===== config.mk =====
export PLATFORM = sky130hd
export DESIGN_NAME = contiguous_chunk_pool_allocator
export DESIGN_NICKNAME = d
export VERILOG_FILES = /design/src/rtl/core/ccpa_pkg.sv /design/src/rtl/core/contiguous_chunk_pool_allocator.sv /design/src/rtl/core/ccpa_cell.sv
export SDC_FILE = /design/constraint.sdc
export NUM_CORES = 2
export LEC_CHECK = 0
export BUFFER_PORTS_ARGS = -buffer_cell sky130_fd_sc_hd__buf_2
export CORE_MARGIN = 5
export CORE_UTILIZATION = 57
export CTS_CLUSTER_DIAMETER = 150
export CTS_CLUSTER_SIZE = 24
export DETAILED_ROUTE_END_ITERATION = 10
export PLACE_DENSITY = 0.76
export SYNTH_ARGS = -nofsm -noshare
export SYNTH_HDL_FRONTEND = slang
export SYNTH_SLANG_ARGS = --single-unit

===== constraint.sdc =====
create_clock -name i_clk -period 8.35 [get_ports i_clk]
set_clock_uncertainty 0.1 [all_clocks]
set_input_delay 1.67 -clock i_clk [delete_from_list [all_inputs] [get_ports i_clk]]
set_output_delay 1.67 -clock i_clk [all_outputs]
set_load 0.01 [all_outputs]

===== src/rtl/core/ccpa_pkg.sv =====
// Shared types and constants of the chunk pool allocator.
package ccpa_pkg;
    localparam int MAX_CHUNKS = 1024;
    localparam int IDX_W      = $clog2(MAX_CHUNKS);
    localparam int POOL_W     = 11;
    localparam int CHUNK_W    = 17;
    localparam int SIZE_W     = 27;
    localparam int OFF_W      = 26;
    localparam int BYTE_W     = 27;
    localparam int CFG_IDX_W  = 2;

    localparam logic [CHUNK_W-1:0] CHUNK_MAX   = CHUNK_W'(65536);
    localparam logic [CHUNK_W-1:0] CHUNK_RESET = CHUNK_W'(64);
    localparam logic [POOL_W-1:0]  POOL_RESET  = POOL_W'(1024);
    localparam logic [POOL_W-1:0]  POOL_MAX    = POOL_W'(MAX_CHUNKS);

    typedef enum logic [2:0] {
        ST_OK           = 3'd0,
        ST_NOSPACE      = 3'd1,
        ST_OUTSIDE      = 3'd2,
        ST_MISALIGNED   = 3'd3,
        ST_ALREADY_FREE = 3'd4
    } t_status;

    typedef enum logic [1:0] {
        CFG_CHUNK_SIZE  = 2'd0,
        CFG_POOL_CHUNKS = 2'd1
    } t_cfg_idx;

    typedef enum logic [1:0] {
        S_IDLE,
        S_SCAN,
        S_UPDATE
    } t_state;

    typedef struct packed {
        logic shift;
        logic head_in;
    } t_ring_ctl;
endpackage


===== src/rtl/core/contiguous_chunk_pool_allocator.sv =====
// Top level: chunk pool allocator built on a rotating ring of free-mark cells.
//
// Usage:
//   Command channel: drive i_mode, i_size_bytes, i_release_offset and raise
//   start; the transaction is taken on a clock edge where busy is low.
//   mode 0 allocates the lowest contiguous run of free chunks covering the
//   byte size; mode 1 releases a run at a byte offset.
//   Result: o_valid is high for exactly one cycle with o_status and
//   o_grant_offset. The receiver cannot stall; it must sample that cycle.
//   Configuration: i_cfg_we with i_cfg_idx (0 chunk size, 1 pool chunks)
//   and i_cfg_data, written in one cycle, only while busy is low.
// Timing:
//   The free map lives in a ring of MAX_CHUNKS cells that rotates by one
//   each cycle in scan and update, not while idle; the controller then sees
//   one chunk per cycle at the ring head. Success: a scan and an update rotation;
//   no space or a rejected free found by the scan: the scan rotation only.
//   Zero-size allocate or offset past the pool end: the cycle after acceptance.
//   No division is used: byte positions accumulate the chunk size per step.
// Reset:
//   Synchronous, active low; all chunks free, chunk size 64, pool 1024.
module contiguous_chunk_pool_allocator (
    input  logic                              i_clk,
    input  logic                              i_rst_n,
    input  logic                              start,
    output logic                              busy,
    input  logic                              i_mode,
    input  logic [ccpa_pkg::SIZE_W-1:0]       i_size_bytes,
    input  logic [ccpa_pkg::OFF_W-1:0]        i_release_offset,
    input  logic                              i_cfg_we,
    input  logic [ccpa_pkg::CFG_IDX_W-1:0]    i_cfg_idx,
    input  logic [ccpa_pkg::CHUNK_W-1:0]      i_cfg_data,
    output logic                              o_valid,
    output logic [2:0]                        o_status,
    output logic [ccpa_pkg::OFF_W-1:0]        o_grant_offset
);
    import ccpa_pkg::*;

    // configuration registers, raw bits as written
    logic [CHUNK_W-1:0] r_chunk;
    logic [POOL_W-1:0]  r_pool;

    t_state r_state, n_state;
    logic [IDX_W-1:0]  r_cnt, n_cnt;
    logic              r_mode;
    logic [SIZE_W-1:0] r_size;
    logic [OFF_W-1:0]  r_off;
    logic [CHUNK_W-1:0] r_c;
    logic [POOL_W-1:0]  r_p;
    logic [BYTE_W-1:0]  r_pb;
    logic [BYTE_W-1:0]  r_pos, n_pos;
    logic [BYTE_W-1:0]  r_run, n_run;      // bytes covered by current run / range
    logic [IDX_W-1:0]   r_st_idx, n_st_idx;
    logic [BYTE_W-1:0]  r_st_pos, n_st_pos;
    logic               r_found, n_found;  // alloc run found / free offset matched
    logic               r_afree, n_afree;
    logic               r_valid, n_valid;
    t_status            r_status, n_status;
    logic [OFF_W-1:0]   r_grant, n_grant;

    logic [CHUNK_W-1:0] eff_c;
    logic [POOL_W-1:0]  eff_p;
    logic [BYTE_W-1:0]  pool_bytes;
    logic [BYTE_W-1:0]  run_next;
    logic               active, in_range, last, match;
    t_ring_ctl          ring;
    logic [MAX_CHUNKS-1:0] marks;

    // ring of cells: cell k takes from cell k+1, head feeds back to the tail
    genvar g;
    generate
        for (g = 0; g < MAX_CHUNKS; g++) begin : g_cell
            if (g == MAX_CHUNKS - 1) begin : g_tail
                ccpa_cell u_cell (
                    .i_clk(i_clk), .i_rst_n(i_rst_n), .i_shift(ring.shift),
                    .i_d(ring.head_in), .o_q(marks[g])
                );
            end else begin : g_body
                ccpa_cell u_cell (
                    .i_clk(i_clk), .i_rst_n(i_rst_n), .i_shift(ring.shift),
                    .i_d(marks[g+1]), .o_q(marks[g])
                );
            end
        end
    endgenerate

    // saturated views of the config registers
    always_comb begin
        eff_c = r_chunk;
        if (r_chunk == '0) eff_c = CHUNK_W'(1);
        else if (r_chunk > CHUNK_MAX) eff_c = CHUNK_MAX;
        eff_p = r_pool;
        if (r_pool == '0) eff_p = POOL_W'(1);
        else if (r_pool > POOL_MAX) eff_p = POOL_MAX;
    end

    assign pool_bytes = BYTE_W'(eff_p * eff_c);
    assign busy       = (r_state != S_IDLE);
    assign active     = ({1'b0, r_cnt} < r_p);
    assign last       = (r_cnt == IDX_W'(MAX_CHUNKS - 1));
    assign match      = active && (r_pos == BYTE_W'(r_off));
    assign run_next   = r_run + BYTE_W'(r_c);

    always_ff @(posedge i_clk) begin
        if (!i_rst_n) begin
            r_chunk <= CHUNK_RESET;
            r_pool  <= POOL_RESET;
        end else if (i_cfg_we) begin
            case (i_cfg_idx)
                CFG_CHUNK_SIZE:  r_chunk <= i_cfg_data;
                CFG_POOL_CHUNKS: r_pool  <= i_cfg_data[POOL_W-1:0];
                default: ;
            endcase
        end
    end

    always_ff @(posedge i_clk) begin
        if (!i_rst_n) begin
            r_state <= S_IDLE;
            r_valid <= 1'b0;
        end else begin
            r_state <= n_state;
            r_valid <= n_valid;
        end
    end

    always_ff @(posedge i_clk) begin
        r_cnt    <= n_cnt;
        r_pos    <= n_pos;
        r_run    <= n_run;
        r_st_idx <= n_st_idx;
        r_st_pos <= n_st_pos;
        r_found  <= n_found;
        r_afree  <= n_afree;
        r_status <= n_status;
        r_grant  <= n_grant;
        if (start && !busy) begin
            r_mode <= i_mode;
            r_size <= i_size_bytes;
            r_off  <= i_release_offset;
            r_c    <= eff_c;
            r_p    <= eff_p;
            r_pb   <= pool_bytes;
        end
    end

    always_comb begin
        n_state  = r_state;
        n_cnt    = r_cnt;
        n_pos    = r_pos;
        n_run    = r_run;
        n_st_idx = r_st_idx;
        n_st_pos = r_st_pos;
        n_found  = r_found;
        n_afree  = r_afree;
        n_status = r_status;
        n_grant  = r_grant;
        n_valid  = 1'b0;
        in_range = 1'b0;
        ring.shift   = 1'b0;
        ring.head_in = marks[0];

        case (r_state)
            S_IDLE: begin
                if (start) begin
                    n_cnt   = '0;
                    n_pos   = '0;
                    n_run   = '0;
                    n_found = 1'b0;
                    n_afree = 1'b0;
                    n_grant = '0;
                    if (!i_mode && i_size_bytes == '0) begin
                        n_status = ST_NOSPACE;
                        n_valid  = 1'b1;
                    end else if (i_mode && BYTE_W'(i_release_offset) >= pool_bytes) begin
                        n_status = ST_OUTSIDE;
                        n_valid  = 1'b1;
                    end else begin
                        n_state = S_SCAN;
                    end
                end
            end
            S_SCAN: begin
                ring.shift = 1'b1;
                n_cnt = r_cnt + 1'b1;
                n_pos = r_pos + BYTE_W'(r_c);
                if (!r_mode) begin
                    // first fit: grow run over free chunks, reset on a used one
                    if (!r_found && active) begin
                        if (marks[0]) begin
                            if (r_run == '0) begin
                                n_st_idx = r_cnt;
                                n_st_pos = r_pos;
                            end
                            n_run = run_next;
                            if (run_next >= BYTE_W'(r_size)) n_found = 1'b1;
                        end else begin
                            n_run = '0;
                        end
                    end
                end else begin
                    if (match && !r_found) begin
                        n_found  = 1'b1;
                        n_st_idx = r_cnt;
                    end
                    in_range = (match || r_found) && (r_run < BYTE_W'(r_size));
                    if (in_range) begin
                        n_run = run_next;
                        if (marks[0]) n_afree = 1'b1;
                    end
                end
                if (last) begin
                    n_run = '0;
                    if (!r_mode) begin
                        if (n_found) begin
                            n_state = S_UPDATE;
                        end else begin
                            n_state  = S_IDLE;
                            n_status = ST_NOSPACE;
                            n_valid  = 1'b1;
                        end
                    end else if (!n_found) begin
                        n_state  = S_IDLE;
                        n_status = ST_MISALIGNED;
                        n_valid  = 1'b1;
                    end else if ({1'b0, BYTE_W'(r_off)} + {1'b0, r_size} > {1'b0, r_pb}) begin
                        // one extra bit: offset plus size can exceed the byte width
                        n_state  = S_IDLE;
                        n_status = ST_OUTSIDE;
                        n_valid  = 1'b1;
                    end else if (n_afree) begin
                        n_state  = S_IDLE;
                        n_status = ST_ALREADY_FREE;
                        n_valid  = 1'b1;
                    end else begin
                        n_state = S_UPDATE;
                    end
                end
            end
            S_UPDATE: begin
                // second rotation rewrites the marks of the run
                ring.shift = 1'b1;
                n_cnt = r_cnt + 1'b1;
                in_range = (r_cnt >= r_st_idx) && (r_run < BYTE_W'(r_size));
                if (in_range) begin
                    n_run = run_next;
                    ring.head_in = r_mode;
                end
                if (last) begin
                    n_state  = S_IDLE;
                    n_status = ST_OK;
                    n_grant  = r_mode ? '0 : r_st_pos[OFF_W-1:0];
                    n_valid  = 1'b1;
                end
            end
            default: n_state = S_IDLE;
        endcase
    end

    assign o_valid        = r_valid;
    assign o_status       = r_status;
    assign o_grant_offset = r_grant;

    a_quiet_idle: assert property (@(posedge i_clk) disable iff (!i_rst_n)
        (r_state == S_IDLE && !start) |=> !o_valid)
        else $error("result strobe without a transaction");
    a_grant_ok: assert property (@(posedge i_clk) disable iff (!i_rst_n)
        (o_valid && o_grant_offset != '0) |-> (o_status == ST_OK))
        else $error("grant offset on failed transaction");
    a_idle_on_result: assert property (@(posedge i_clk) disable iff (!i_rst_n)
        o_valid |-> !busy) else $error("result while still busy");
    a_no_shift_idle: assert property (@(posedge i_clk) disable iff (!i_rst_n)
        (r_state == S_IDLE) |-> !ring.shift) else $error("ring moved while idle");
endmodule


===== src/rtl/core/ccpa_cell.sv =====
// One free-mark cell of the rotating chunk ring.
module ccpa_cell (
    input  logic i_clk,
    input  logic i_rst_n,
    input  logic i_shift,
    input  logic i_d,
    output logic o_q
);
    logic r_mark;

    always_ff @(posedge i_clk) begin
        if (!i_rst_n) begin
            r_mark <= 1'b1;
        end else if (i_shift) begin
            r_mark <= i_d;
        end
    end

    assign o_q = r_mark;
endmodule


Yosys cells after proc, flatten, opt, wreduce, memory -nomap -nowiden --
Index checks and enable logic that the tools add are counted.
Storage, ports and cells: register bits 1295, input port bits 77, output and inout port bits 31, word-level logic and storage cells 1184
Operators by class: $add $sub $neg 4, $mul 1, $lt $le $gt $ge 8, equal/unequal tests 17, mux-type cells 73, bitwise gates (word level) 1, reduce and logical (&&, ||, !) cells 37
Operator list (number):
- 27-bit two-way mux | 7
- 27-bit case mux with 3 select lines | 1
- 26-bit two-way mux | 3
- 10-bit two-way mux | 6
- 27-bit by 17-bit adder with 27-bit output | 2
- 27-bit zero test | 2
- 27-bit case mux with 2 select lines | 1
- 26-bit case mux with 2 select lines | 1
- 17-bit two-way mux | 2
- 3-bit two-way mux | 10
- 26-bit by 27-bit adder with 28-bit output | 1
- 28-bit by 27-bit greater-than comparator with 1-bit output | 1
- 27-bit by 26-bit equality test with 1-bit output | 1
- 26-bit by 27-bit greater-or-equal comparator with 1-bit output | 1
- 27-bit greater-or-equal comparator | 1
- 27-bit less-than comparator | 1
- 11-bit by 17-bit multiplier with 27-bit output | 1
- 1-bit two-way mux | 24
- 11-bit two-way mux | 2
- 2-bit two-way mux | 10
- 10-bit case mux with 2 select lines | 1
- 5-bit AND reduction | 4
- 17-bit greater-than comparator, second input constant | 1
- 17-bit zero test | 1
- other kinds (27) | 56

Depth between registers and ports, before layout --
word-level depth 13, depth in mapped cells 37, mapped depth without buffers 36

Hierarchy --
Synthesis repeated with hierarchy kept, for this count alone.
Second synthesis, totals: cells, all modules 5264, area, all modules 56477.9 µm²
By module, submodules not included:
- ccpa_cell | instances 1024, cells each 3, area an instance 33.8 µm², seq. area each 20.0 µm²
- contiguous_chunk_pool_allocator | instances 1, cells each 2192, area an instance 21884.7 µm², seq. area each 7827.5 µm²

Worst setup path before layout --
OpenSTA, ideal clock, no wires.
kind register to register, start reg r_chunk[2], end reg r_status[0] (netlist: o_status[0]) (enable), library setup time 0.329 ns, arrival time 7.650 ns, required time 7.921 ns, slack 0.270 ns, stages on the path, launching flop included 36, path buffers 1, clock period less this slack 8.080 ns, cell sequence dfxtp_1 nor4_1 nand4_1 nand2_1 clkbuf_1 nand2_1 inv_1 nand2_1 fa_1 fa_1 fa_1 inv_1 fa_1 inv_1 fa_1 inv_1 ha_1 a21oi_1 o21ai_0 a31o_2 a21o_1 a21o_1 a21o_1 a21o_1 a21o_1 xnor2_1 ha_1 nand2_1 nor2_1 nand4_1 nor3_1 a211oi_1 a211oi_1 o22a_1 nor2_1 a211oi_2
Between the ends: longest elaborated chain between the ends 8, elaborated cells between the ends (all ways) 9, those cells by class mul (1); order compare (2); eq/ne (1); mux (2); reduce/logical (3)
Ends and longest elaborated chain:
- from (decl) | RTL line contiguous_chunk_pool_allocator.sv:39 | logic [CHUNK_W-1:0] r_chunk;
- from (signal assigned) | RTL line contiguous_chunk_pool_allocator.sv:109 | CFG_CHUNK_SIZE: r_chunk <= i_cfg_data;
- 17-bit greater-than comparator | RTL line contiguous_chunk_pool_allocator.sv:90 | else if (r_chunk > CHUNK_MAX) eff_c = CHUNK_MAX;
- 17-bit two-way mux | RTL line contiguous_chunk_pool_allocator.sv:90
- 17-bit two-way mux (*) | RTL line contiguous_chunk_pool_allocator.sv:89 | if (r_chunk == '0) eff_c = CHUNK_W'(1);
- named net eff_c[1] | RTL line contiguous_chunk_pool_allocator.sv:60 | logic [CHUNK_W-1:0] eff_c;
- 11-bit by 17-bit multiplier with 27-bit output (*) | RTL line contiguous_chunk_pool_allocator.sv:96 | assign pool_bytes = BYTE_W'(eff_p * eff_c);
- 26-bit by 27-bit greater-or-equal comparator with 1-bit output (*) | RTL line contiguous_chunk_pool_allocator.sv:174 | end else if (i_mode && BYTE_W'(i_release_offset) >= pool_bytes) begin
- 1-bit logical AND (*) | RTL line contiguous_chunk_pool_allocator.sv:174
- 3-bit != test (no line) (*)
- 7-bit AND reduction (no line) (*)
- to (signal assigned) | RTL line contiguous_chunk_pool_allocator.sv:134 | r_status <= n_status;
- to (decl) | RTL line contiguous_chunk_pool_allocator.sv:57 | t_status r_status, n_status;
Mark *: on every way through the listed nets, which the timed path passes. The rest lies on a longest branch. A chain may end at the register's enable or synchronous reset.

Final worst setup path --
start reg r_chunk[15], end reg r_state[0]
Between the ends: longest elaborated chain between the ends 8, elaborated cells between the ends (all ways) 9, those cells by class mul (1); order compare (2); eq/ne (1); mux (2); reduce/logical (3)
Ends and longest elaborated chain:
- 17-bit greater-than comparator | RTL line contiguous_chunk_pool_allocator.sv:90
- 17-bit two-way mux | RTL line contiguous_chunk_pool_allocator.sv:90
- 17-bit two-way mux (*) | RTL line contiguous_chunk_pool_allocator.sv:89
- named net eff_c[8] | RTL line contiguous_chunk_pool_allocator.sv:60
- 11-bit by 17-bit multiplier with 27-bit output (*) | RTL line contiguous_chunk_pool_allocator.sv:96
- 26-bit by 27-bit greater-or-equal comparator with 1-bit output (*) | RTL line contiguous_chunk_pool_allocator.sv:174
- 1-bit logical AND (*) | RTL line contiguous_chunk_pool_allocator.sv:174
- 2-bit != test (no line) (*)
- 5-bit AND reduction (no line) (*)
- to (signal assigned) | RTL line contiguous_chunk_pool_allocator.sv:121 | r_state <= n_state;
- to (decl) | RTL line contiguous_chunk_pool_allocator.sv:42 | t_state r_state, n_state;
Marked as above.

==> metrics list <==
- The run finished with clean final reports.
- In the routed design, unresolved DRC markers number 0.
- Type of origin of the critical path: flop
- Counting instances, the worst hold path has a depth of 2.
- Vias in the first global route: 35000
- Measured against its own limit, the worst slew margin works out to 24.3%.
- CTS saw 1295 sinks.
- Of the available clock period, the critical path in the final layout requires 96.7%.
- Worst voltage drop across the vdd grid: 0.169 mV
- The analysis attributes to cell leakage a power of 24.1 nW.
- Along the worst path, the maximum fanout reaches 14.
* Dominant cells by area after synthesis: sky130_fd_sc_hd__dfxtp_1 (37%), sky130_fd_sc_hd__mux2i_1 (18%), sky130_fd_sc_hd__edfxtp_1 (13%), sky130_fd_sc_hd__nand2_1 (8.2%), sky130_fd_sc_hd__ha_1 (5.5%)
- Global routing finished with a remaining overflow of 0.
- The critical path contains buffers and inverters numbering 7 combined.
- Summing over every cut layer, the via total after detailed routing is 36400.
- After floorplanning, the core was sized to cover 100000 um^2.
* Initial Util: 57.4%
* Clock input transition at the sequential cells of the worst setup and hold paths: 0.10 ns
- Area share of the leading cell type in the synthesized netlist: 36.8%
- Dividing the detail-routed wire length by the instance count gives 15.5 um.
- At the worst endpoint, the required time is 8.88 ns.
- In the global route stage, met3 resource usage came out at 2.90%.
- Placed Area: 59500 um^2
- Worst-Margin Slew: 1.14 ns
- Arrival time at the worst endpoint: 8.61 ns
- Entering global routing, the biggest net connects 272 pins.
- Worst slack on hold paths: 0.373 ns
* Finished layout cell area: 61300 um^2
* Final Setup Violations: 0
- Before CTS, the worst setup slack after placement is -0.0416 ns.
- The synthesized netlist occupies a cell area of 57400 um^2.
- Hold Path Origin: g_cell[875].g_body.u_cell.o_q$_SDFFE_PN1P_
- Top Usage Layer GRT: met2
* Count of standard-cell rows: 116
- Endpoint with the worst hold slack: g_cell[874].g_body.u_cell.o_q$_SDFFE_PN1P_
* Number of iterations in the first detailed-routing pass: 7
- In this run the critical register-to-register path is launched from r_chunk[15]$_SDFFE_PN0P_.
- Met2 global-route usage: 31.3%
- Post-layout min period: 8.08 ns
* GP Congestion: 0.946
* Max Buffers Root-to-Sink: 3
* Commonest cells in the synthesized netlist: sky130_fd_sc_hd__nand2_1 (1247), sky130_fd_sc_hd__dfxtp_1 (1055), sky130_fd_sc_hd__mux2i_1 (1038), sky130_fd_sc_hd__inv_1 (320), sky130_fd_sc_hd__ha_1 (252)
- The die is 327 um tall.
- In this design, the largest share of critical-path delay is due to adder cells.
- Wire length of the first global-routing pass: 177000 um
- Power density cells: 193 nW/um^2
* Delay contributed by the slowest stage of the critical path: 0.55 ns
- Among all flip-flop cells after synthesis, the most frequent one is sky130_fd_sc_hd__dfxtp_1.
* I/O Buffers: 107
- Worst R2R Setup Slack: 0.27 ns
- The synthesized design contains 240 enable-type register cells.
- The critical path is of the reg2reg type.
* Synth async-reset ratio: 0%
- Nets@finish: 5968
* Syn nets: 5955
- For this design the top-level I/O count stands at 108.
- Clock latency reported for the late side of the worst-skew pair: 0.70 ns
* Total track usage: 19.6%
- Cells fill 61.3% of the core in the end.
- The worst setup path is captured at a flop.
- CP max-delay cell: sky130_fd_sc_hd__fa_1
* Final Total Pwr: 11.8 mW
- Post-layout worst setup margin: 0.273 ns
- TritonCTS built the clock tree.
- Instance count of the mapped netlist: 5490
* Reg2reg end: r_state[0]$_SDFFE_PN0P_
* Vias/cell: 5.34
* CTS Root Buffer Type: sky130_fd_sc_hd__clkbuf_16
* Type of the most critical hold path: reg2reg
- In this run the mean area of a mapped cell was 10.5 um^2.
- Final-report max-slew violation count: 0
* Most prevalent standard cell on the critical path: sky130_fd_sc_hd__fa_1
* Most frequent cell after synthesis: sky130_fd_sc_hd__nand2_1
- After legalization and detailed placement, the total HPWL measured 74500 um.
- Global routing consumed, on the met1 layer, 27.2% of the routing resources.
- Synthesis instantiated 78 different standard cells from the library.
- Final Hold Fails: 0
* Number of warning messages in the yosys log: 0
- Routed Antenna Nets: 0
- Layout cell share with drive strength beyond 1: 6.27%
- Full die area: 107000 um^2
- Sequential cells were found to cover 49.4% of the synthesized design area.
- Antenna violations before repair: 1
* Signed area change from the synthesized netlist to the final layout: 6.75%
* Synthesis-stage register bit count: 1295
- The number of cells on the worst reg-to-reg path is 34.
- CTS buffer count: 59
* Cell taking the most area after synthesis: sky130_fd_sc_hd__dfxtp_1
- Fmax: 0.124 GHz
* Horizontal extent of the die: 327 um
- In this run the number of H-tree levels came out at 2.
- DRT Wirelength: 106000 um
- Maxcap violations: 0
- Iteration-0 DRC count of the detailed router: 2382
==> cell type report <==
| cell class | count | area [um^2] |
|---|---|---|
| inverters | 331 | 1250 |
| clock buffers | 75 | 1560 |
| repair buffers | 223 | 1510 |
| fillers | 8216 | 38700 |
| flip-flops and latches | 1295 | 28300 |
| multi-input cells | 3593 | 27000 |
| well taps | 1298 | 1620 |
| diodes | 1 | 2.50 |
| clock inverters | 1 | 30.0 |
==> flip-flops by register name, summed over array words and instances (netlist names) <==
name / count
r_cnt: 10
r_st_idx: 10
r_run: 27
o_status: 3
g_cell.g_tail.u_cell.o_q: 1
r_found: 1
o_grant_offset: 26
r_size: 27
r_st_pos: 26
r_pool: 11
r_chunk: 17
r_p: 11
r_mode: 1
r_state: 2
r_pos: 27
r_c: 17
r_off: 26
o_valid: 1
r_pb: 27
g_cell.g_body.u_cell.o_q: 1023
r_afree: 1
==> cells by family after synthesis <==
kind of cell,synth area share (%)
simple gates,12.1
flops,49.4
mux,18.1
buf+inv,3.94
fa+ha+maj,10.2
compound gates,4.54
xor+xnor,1.69
==> cells in the final DEF (no fill, tap or decap), drive strengths merged, types with 26 or more instances in the layout <==
cell type / Yosys / routed
nand2: 1247 / 1247
dfxtp: 1055 / 1055
mux2i: 1038 / 1038
inv: 320 / 320
ha: 252 / 252
edfxtp: 240 / 240
buf: 70 / 223
nor2: 143 / 143
fa: 136 / 136
a21oi: 109 / 109
clkbuf: 201 / 75
o21ai: 71 / 71
xor2: 65 / 65
xnor2: 46 / 46
and2: 44 / 44
a21o: 41 / 41
nor2b: 38 / 38
nand3: 34 / 34
nand4: 30 / 30
nor4: 30 / 30
nand2b: 26 / 26
==> repair_timing <==
action	4_1_cts	5_1_grt
endpoints found under the setup margin	3	6
gates resized for setup	2	28
hold buffers	0	0
pin swaps	0	13
setup buffers	0	1
==> how the worst max path moves through the flow <==
stage / from / cells after the start / endpoint / slack, ns
finish: r_chunk[15]$_SDFFE_PN0P_ / 34 / r_state[0]$_SDFFE_PN0P_ / 0.27
global route: r_chunk[15]$_SDFFE_PN0P_ / 34 / r_state[0]$_SDFFE_PN0P_ / -0.1
CTS: r_chunk[15]$_SDFFE_PN0P_ / 34 / o_status[1]$_DFFE_PP_ / 0.02
detailed placement: r_chunk[15]$_SDFFE_PN0P_ / 34 / o_status[1]$_DFFE_PP_ / -0.04
global placement: r_chunk[10]$_SDFFE_PN0P_ / 34 / o_status[1]$_DFFE_PP_ / -0.005
floorplan: r_chunk[2]$_SDFFE_PN0P_ / 35 / o_status[0]$_DFFE_PP_ / 0.27
==> metal layers <==
layer,vias up,part of all wire (%)
li1,18400,-
met1,17100,47
met2,644,45
met3,214,4.4
met4,0,4.2
met5,-,0
==> where the power goes <==
| group | switching, mW | internal (mW) | total (mW) | leakage, nW |
|---|---|---|---|---|
| logic | 1.15 | 0.835 | 1.98 | 12.4 |
| registers | 0.148 | 6.51 | 6.66 | 10.9 |
| clock network | 1.86 | 1.31 | 3.17 | 0.769 |
==> stage by stage <==
stage	setup TNS (ns)	std cells
finish	0	6817
global route	-0.326	6816
CTS	0	6815
detailed placement	-0.125	6739
global placement	-0.0156	6739
floorplan	0	5490
==> tightest hold or removal path, delay by kind of cell, from the launching register on <==
family	cells	cell delay, ns
flops	1	0.34
mux	1	0.07
simple gates	1	0.06
No activity file was read; power rests on OpenSTA's default activity.
